`src/sv/psbb_pkg.sv`:
```
// Shared constants and types for the point-set bounds and bandwidth block.
// Used by psbb_alu and point_set_bounds_and_bandwidth; no dependencies.
`default_nettype none

package psbb_pkg;

    // Default parameter values
    localparam int MAX_POINTS_DEF  = 65536;
    localparam int COORD_WIDTH_DEF = 24;
    localparam int FRAC_BITS_DEF   = 8;

    // Fixed field widths
    localparam int FIELD_W = 24;
    localparam int CELLS_W = 13;
    localparam int GAMMA_W = 32;
    localparam int STAT_W  = 2;
    localparam int CIDX_W  = 3;

    // Arithmetic unit widths
    localparam int ALU_AW = 128;
    localparam int ALU_BW = 64;

    // Configuration register indexes
    localparam logic [CIDX_W-1:0] CFG_CELLS_X   = 3'd0;
    localparam logic [CIDX_W-1:0] CFG_CELLS_Y   = 3'd1;
    localparam logic [CIDX_W-1:0] CFG_CELLS_T   = 3'd2;
    localparam logic [CIDX_W-1:0] CFG_BW_SCALE  = 3'd3;
    localparam logic [CIDX_W-1:0] CFG_SP_RATIO  = 3'd4;
    localparam logic [CIDX_W-1:0] CFG_TM_RATIO  = 3'd5;

    // Status codes
    localparam logic [STAT_W-1:0] STAT_OK   = 2'd0;
    localparam logic [STAT_W-1:0] STAT_FEW  = 2'd1;
    localparam logic [STAT_W-1:0] STAT_ZERO = 2'd2;

    // Arithmetic unit operations
    typedef logic [1:0] t_op;
    localparam t_op OP_MUL  = 2'd0;
    localparam t_op OP_DIV  = 2'd1;
    localparam t_op OP_SQRT = 2'd2;

    typedef struct packed {
        logic go;
        t_op  op;
    } t_alu_ctl;

endpackage

`default_nettype wire

```
`src/sv/psbb_alu.sv`:
```
// Iterative arithmetic unit: shift-add multiply, restoring divide, integer root.
// One step per cycle; depends on psbb_pkg.
`default_nettype none

module psbb_alu (
    input  wire logic                        i_clk,
    input  wire logic                        i_rst_n,
    input  wire psbb_pkg::t_alu_ctl          i_ctl,
    input  wire logic [psbb_pkg::ALU_AW-1:0] i_a,
    input  wire logic [psbb_pkg::ALU_BW-1:0] i_b,
    output logic                             o_done,
    output logic [psbb_pkg::ALU_AW-1:0]      o_res
);
    import psbb_pkg::*;

    logic              r_busy;
    logic              r_done;
    t_op               r_op;
    logic [ALU_AW-1:0] r_acc;
    logic [ALU_AW-1:0] r_x;
    logic [ALU_BW-1:0] r_y;
    logic [ALU_BW-1:0] r_rem;
    logic [6:0]        r_cnt;

    // Divide step: shift in the next dividend bit, compare and subtract
    logic [ALU_BW-1:0] w_remn;
    logic              w_qbit;
    logic [ALU_BW-1:0] w_rem;
    assign w_remn = {r_rem[ALU_BW-2:0], r_x[ALU_AW-1]};
    assign w_qbit = r_rem[ALU_BW-1] | (w_remn >= r_y);
    assign w_rem  = w_qbit ? (w_remn - r_y) : w_remn;

    // Root step: value in r_x, partial root in r_acc, trial bit in r_y
    logic [ALU_BW-1:0] w_trial;
    logic              w_ge;
    assign w_trial = r_acc[ALU_BW-1:0] + r_y;
    assign w_ge    = r_x[ALU_BW-1:0] >= w_trial;

    always_ff @(posedge i_clk) begin
        if (!i_rst_n) begin
            r_busy <= 1'b0;
            r_done <= 1'b0;
        end else begin
            r_done <= 1'b0;
            if (i_ctl.go) begin
                r_busy <= 1'b1;
                r_op   <= i_ctl.op;
                r_acc  <= '0;
                r_x    <= i_a;
                r_rem  <= '0;
                case (i_ctl.op)
                    OP_DIV: begin
                        r_y   <= i_b;
                        r_cnt <= 7'd127;
                    end
                    OP_SQRT: begin
                        r_y   <= ALU_BW'(1) << (ALU_BW - 2);
                        r_cnt <= 7'd31;
                    end
                    default: begin
                        r_y   <= i_b;
                        r_cnt <= '0;
                    end
                endcase
            end else if (r_busy) begin
                case (r_op)
                    OP_DIV: begin
                        r_x   <= r_x << 1;
                        r_rem <= w_rem;
                        r_acc <= {r_acc[ALU_AW-2:0], w_qbit};
                        r_cnt <= r_cnt - 7'd1;
                        if (r_cnt == '0) begin
                            r_busy <= 1'b0;
                            r_done <= 1'b1;
                        end
                    end
                    OP_SQRT: begin
                        r_x   <= w_ge ? ALU_AW'(r_x[ALU_BW-1:0] - w_trial) : r_x;
                        r_acc <= w_ge ? ALU_AW'((r_acc[ALU_BW-1:0] >> 1) + r_y)
                                      : ALU_AW'(r_acc[ALU_BW-1:0] >> 1);
                        r_y   <= r_y >> 2;
                        r_cnt <= r_cnt - 7'd1;
                        if (r_cnt == '0) begin
                            r_busy <= 1'b0;
                            r_done <= 1'b1;
                        end
                    end
                    default: begin
                        // multiply: stops once the multiplier runs out of ones
                        if (r_y == '0) begin
                            r_busy <= 1'b0;
                            r_done <= 1'b1;
                        end else begin
                            if (r_y[0]) r_acc <= r_acc + r_x;
                            r_x <= r_x << 1;
                            r_y <= r_y >> 1;
                        end
                    end
                endcase
            end
        end
    end

    assign o_done = r_done;
    assign o_res  = r_acc;

endmodule

`default_nettype wire

```
`config.mk`:
```
export PLATFORM = sky130hd
export DESIGN_NAME = psbb_alu
export DESIGN_NICKNAME = d
export VERILOG_FILES = /design/src/sv/psbb_pkg.sv /design/src/sv/psbb_alu.sv
export SDC_FILE = /design/constraint.sdc
export NUM_CORES = 2
export LEC_CHECK = 0
export BUFFER_PORTS_ARGS = -buffer_cell sky130_fd_sc_hd__buf_2
export CORE_ASPECT_RATIO = 1.25
export CORE_MARGIN = 10
export CORE_UTILIZATION = 57
export DETAILED_ROUTE_END_ITERATION = 10
export PLACE_DENSITY = 0.79
export SETUP_SLACK_MARGIN = 0.15
export SLEW_MARGIN = 20
export SYNTH_ARGS = -nofsm -noshare
export SYNTH_HDL_FRONTEND = slang
export SYNTH_SLANG_ARGS = --single-unit
```
`constraint.sdc`:
```
create_clock -name i_clk -period 13.2 [get_ports i_clk]
set_input_delay 2.64 -clock i_clk [delete_from_list [all_inputs] [get_ports i_clk]]
set_output_delay 2.64 -clock i_clk [all_outputs]
set_load 0.05 [all_outputs]
```
==> summary.txt <==
Yosys
  • Post-synthesis area per instance: between 8 and 9 um^2
  • Primary FF master, synth: sky130_fd_sc_hd__edfxtp_1
  • Netlist area before placement: around 42000 um^2
  • Count of different cell masters after synthesis: 98
  • Register bit count reported by yosys: a little under 400
  • Post-synthesis async set-or-reset flop share: 0
  • Number of nets in the synthesized netlist: 5618
  • Synthesis warning total: 0
  • Number of enable flip-flop cells after synthesis: 393
  • Seq/Total Area, Yosys: 0.2846
  • Cell count after synthesis: a little over 5000

Die
  • Number of top-level pins: 326
  • Die height: ~320 um
  • Site row count: 110
  • Area of the core: 72260 um^2
  • Die Area: 84270 um^2
  • Horizontal extent of the die: between 200 and 300 um
  • Starting utilization of the core area: 0.5758

Clock network
  • Clock H-tree levels: 2
  • Root buffer selected by CTS: sky130_fd_sc_hd__clkbuf_16
  • TritonCTS clock tree: built
  • # clock sinks: 395
  • Buffer count from post-CTS setup fixing: 0
  • Clock latency on the worst-skew pair: between 600 and 700 ps
  • Resized cells post-CTS: 0
  • Clock-pin slew of the registers on the worst-case setup and hold paths: 60 ps
  • Clock buffers created by TritonCTS: 47
  • Buffer levels on the longest clock path: 3
  • Number of hold-repair buffers added at the cts stage: 0

Routing
  • Detailed Routing Iterations Pass 1: 7
  • Routed metal-1 wire length: 54.93 mm
  • Count of antenna-violating nets left after detailed routing: 0
  • DR top layer: met4
  • Wire length per cell: 25.82 um
  • Routed wire length: 158.9 mm
  • DRC violations left: 0
  • Number of vias in the routed layout: between 40000 and 50000
  • Routed wire length on met3: 12.99 mm
  • Initial DRC Count: between 3000 and 4000
  • Amount of wire on met2 after detailed routing: roughly 77 mm
  • Via density per instance: 6.716

Timing
  • Final cycle utilization of the critical path: 0.6503
  • Count of final hold-check violations: 0
  • Setup repair after global routing missed its margin: false
  • Worst slew margin relative to its limit: 0.2505
  • Minimum period implied by the final worst setup slack: 8584 ps
  • Highest Clock Rate: 0.1165 GHz
  • Total negative slack: 0 ps
  • Setup violation total in the final timing report: 0
  • Max-slew violations: 0
  • Slew at the pin with the worst max-slew slack: approximately 1100 ps
  • Skew final: 39.72 ps

Placement
  • Quantity of I/O buffers inserted on ports: approximately 330
  • Post-place instance area: ~44000 um^2
  • Weighted congestion reported at the end of routability-driven placement: ~1.1
  • Final HPWL DP: between 100 and 150 mm

Global route
  • Total global routing overflow: 0
  • Global-route wire length before repair: 238.4 mm
  • Pin count of the biggest net entering global routing: 130
  • Number of antenna violations at the first check in global routing: 2
  • All-layer global routing usage: 0.3645
  • Vias in the first global route: 40859

Cells and area
  • Filler cells: 6514
  • Nets: 5748
  • Most frequent cells in the layout: 578 x sky130_fd_sc_hd__a21oi_1, 550 x sky130_fd_sc_hd__nand2_1, 397 x sky130_fd_sc_hd__o21ai_0
  • Most common cell after layout, fill and taps aside: sky130_fd_sc_hd__a21oi_1
  • Ratio of cells with drive above 1 in the final layout: 0.09682
  • Layout area overhead: 8.619%
  • Non-Filler Cell Area, Final: 45190 um^2

Worst setup path
  • Arrival time of data at the critical path endpoint: 8820 ps
  • Crit Reg-Reg Endpoint: r_x[84]
  • Category of the worst setup path capture point: flop
  • Startpoint class of the critical path: flop
  • Slowest stage cell, crit path: sky130_fd_sc_hd__buf_4
  • Worst reg-to-reg setup slack: about 4600 ps
  • Kind of critical path: reg2reg
  • Critical path data required time: ~13000 ps
  • Reg2Reg Depth: 25
  • Largest stage delay on the critical path: 920 ps
  • CP Max Fanout: 70
  • R2R Path Start: r_y[1]

Hold path
  • Worst min-delay path startpoint: o_res[101]
  • Instance count along the most critical hold path: 2
  • Worst min-delay path category: reg2reg
  • End of the worst hold path: o_res[102]

Pwr
  • Areal power density over the cells: 218.1 nW/um^2
  • Maximum resistive drop on vdd: roughly 0.14 mV
  • Static leakage power: 19.26 nW

Run
  • Max-Cap Viols: 0

Status
  • Outcome: completed
-- registers in the layout, summed over array words and instances, names as in the netlist --
register and cells:
o_res 128, r_x 128, r_rem 64, r_y 64
r_cnt 7, r_op 2, o_done 1, r_busy 1
-- area by class of cell --
class	count	area, um^2	share of cell area
Antenna cell	5	12.51	0.0002769
Clock buffer	60	1246	0.02758
Sequential cell	395	11840	0.2620
Timing Repair Buffer	362	1927	0.04264
Multi-Input combinational cell	4157	28010	0.6198
Tap cell	952	1191	0.02636
Inverter	196	735.7	0.01628
Clock inverter	25	230.2	0.005094
-- stage by stage --
stage / hold slack (ps) / worst slack, ps / std cells / util / total power, W
floorplan: 492.9 / 604.8 / 5029 / - / 0.006645
global placement: 559.6 / 4918 / 6062 / 0.6046 / 0.008313
detailed placement: 570.6 / 4795 / 6062 / 0.6046 / 0.008334
CTS: 586.0 / 4743 / 6147 / 0.6251 / 0.009678
global route: 620.0 / 4249 / 6147 / 0.6253 / 0.01043
finish: 598.0 / 4616 / 6152 / 0.6254 / 0.009856
-- cells in the mapped netlist (38+ instances only) --
cell | number | area share
sky130_fd_sc_hd__a21oi_1 | 579 | 0.070
sky130_fd_sc_hd__buf_2 | 46 | 0.0055
sky130_fd_sc_hd__a211oi_1 | 38 | 0.0069
sky130_fd_sc_hd__nand3_1 | 65 | 0.0078
sky130_fd_sc_hd__nor2b_1 | 39 | 0.0059
sky130_fd_sc_hd__o21ai_0 | 397 | 0.048
sky130_fd_sc_hd__inv_1 | 195 | 0.018
sky130_fd_sc_hd__ha_1 | 387 | 0.12
sky130_fd_sc_hd__a31oi_1 | 54 | 0.0081
sky130_fd_sc_hd__edfxtp_1 | 393 | 0.28
sky130_fd_sc_hd__mux2i_1 | 119 | 0.029
sky130_fd_sc_hd__o21bai_1 | 90 | 0.016
sky130_fd_sc_hd__a221o_1 | 75 | 0.018
sky130_fd_sc_hd__nand4_1 | 122 | 0.018
sky130_fd_sc_hd__xor2_1 | 151 | 0.032
sky130_fd_sc_hd__and3_1 | 44 | 0.0066
sky130_fd_sc_hd__nand2b_1 | 45 | 0.0068
sky130_fd_sc_hd__nand2_1 | 551 | 0.050
sky130_fd_sc_hd__nor2_1 | 319 | 0.029
sky130_fd_sc_hd__a21o_1 | 256 | 0.046
sky130_fd_sc_hd__o21a_1 | 45 | 0.0081
sky130_fd_sc_hd__nor3_1 | 65 | 0.0078
sky130_fd_sc_hd__a22oi_1 | 68 | 0.012
sky130_fd_sc_hd__o22ai_1 | 45 | 0.0068
sky130_fd_sc_hd__xnor2_1 | 200 | 0.042
sky130_fd_sc_hd__clkbuf_1 | 220 | 0.020
-- cells by family (layout without fill, tap and decap cells) --
family | count (synthesis) | after routing | share of synthesized area
compound gates | 1899 | 1899 | 0.2924
simple gates | 1393 | 1393 | 0.1559
buf+inv | 477 | 643 | 0.04487
flops | 395 | 395 | 0.2846
fa+ha+maj | 392 | 392 | 0.1188
xor+xnor | 351 | 351 | 0.07389
mux | 122 | 122 | 0.02962
other cells | 0 | 5 | 0
-- routing by layer --
metal  up-vias  track usage
met5         -            0
met4         0       0.2825
met3       663      0.06879
met2      2043       0.6311
met1     19467       0.3843
li1      19144            -
-- worst max path at each step --
stage / start / endpoint / slack [ps]
floorplan: o_res[0] / r_x[0] / 600
global placement: r_y[1] / r_x[81] / 4920
detailed placement: r_y[1] / r_x[81] / 4800
CTS: r_y[1] / r_x[118] / 4740
global route: r_y[1] / r_x[90] / 4250
finish: r_y[1] / r_x[84] / 4620
-- power by group --
part	switching [W]	internal, W
Clock	0.000573	0.000743
Combinational	0.00414	0.00234
Sequential	0.000340	0.00172
Total	0.00505	0.00481
-- critical path, delay by kind of cell, from the launching register on --
family	cells	cell delay (ps)
AO/OA/AOI/OAI	11	3350
AND/OR/NAND/NOR	10	2260
buffers and inverters	1	920
adder cells (fa/ha/maj)	2	800
flip-flops	1	560
XOR/XNOR	1	150
Note: power is estimated with default switching activity, not from simulation.
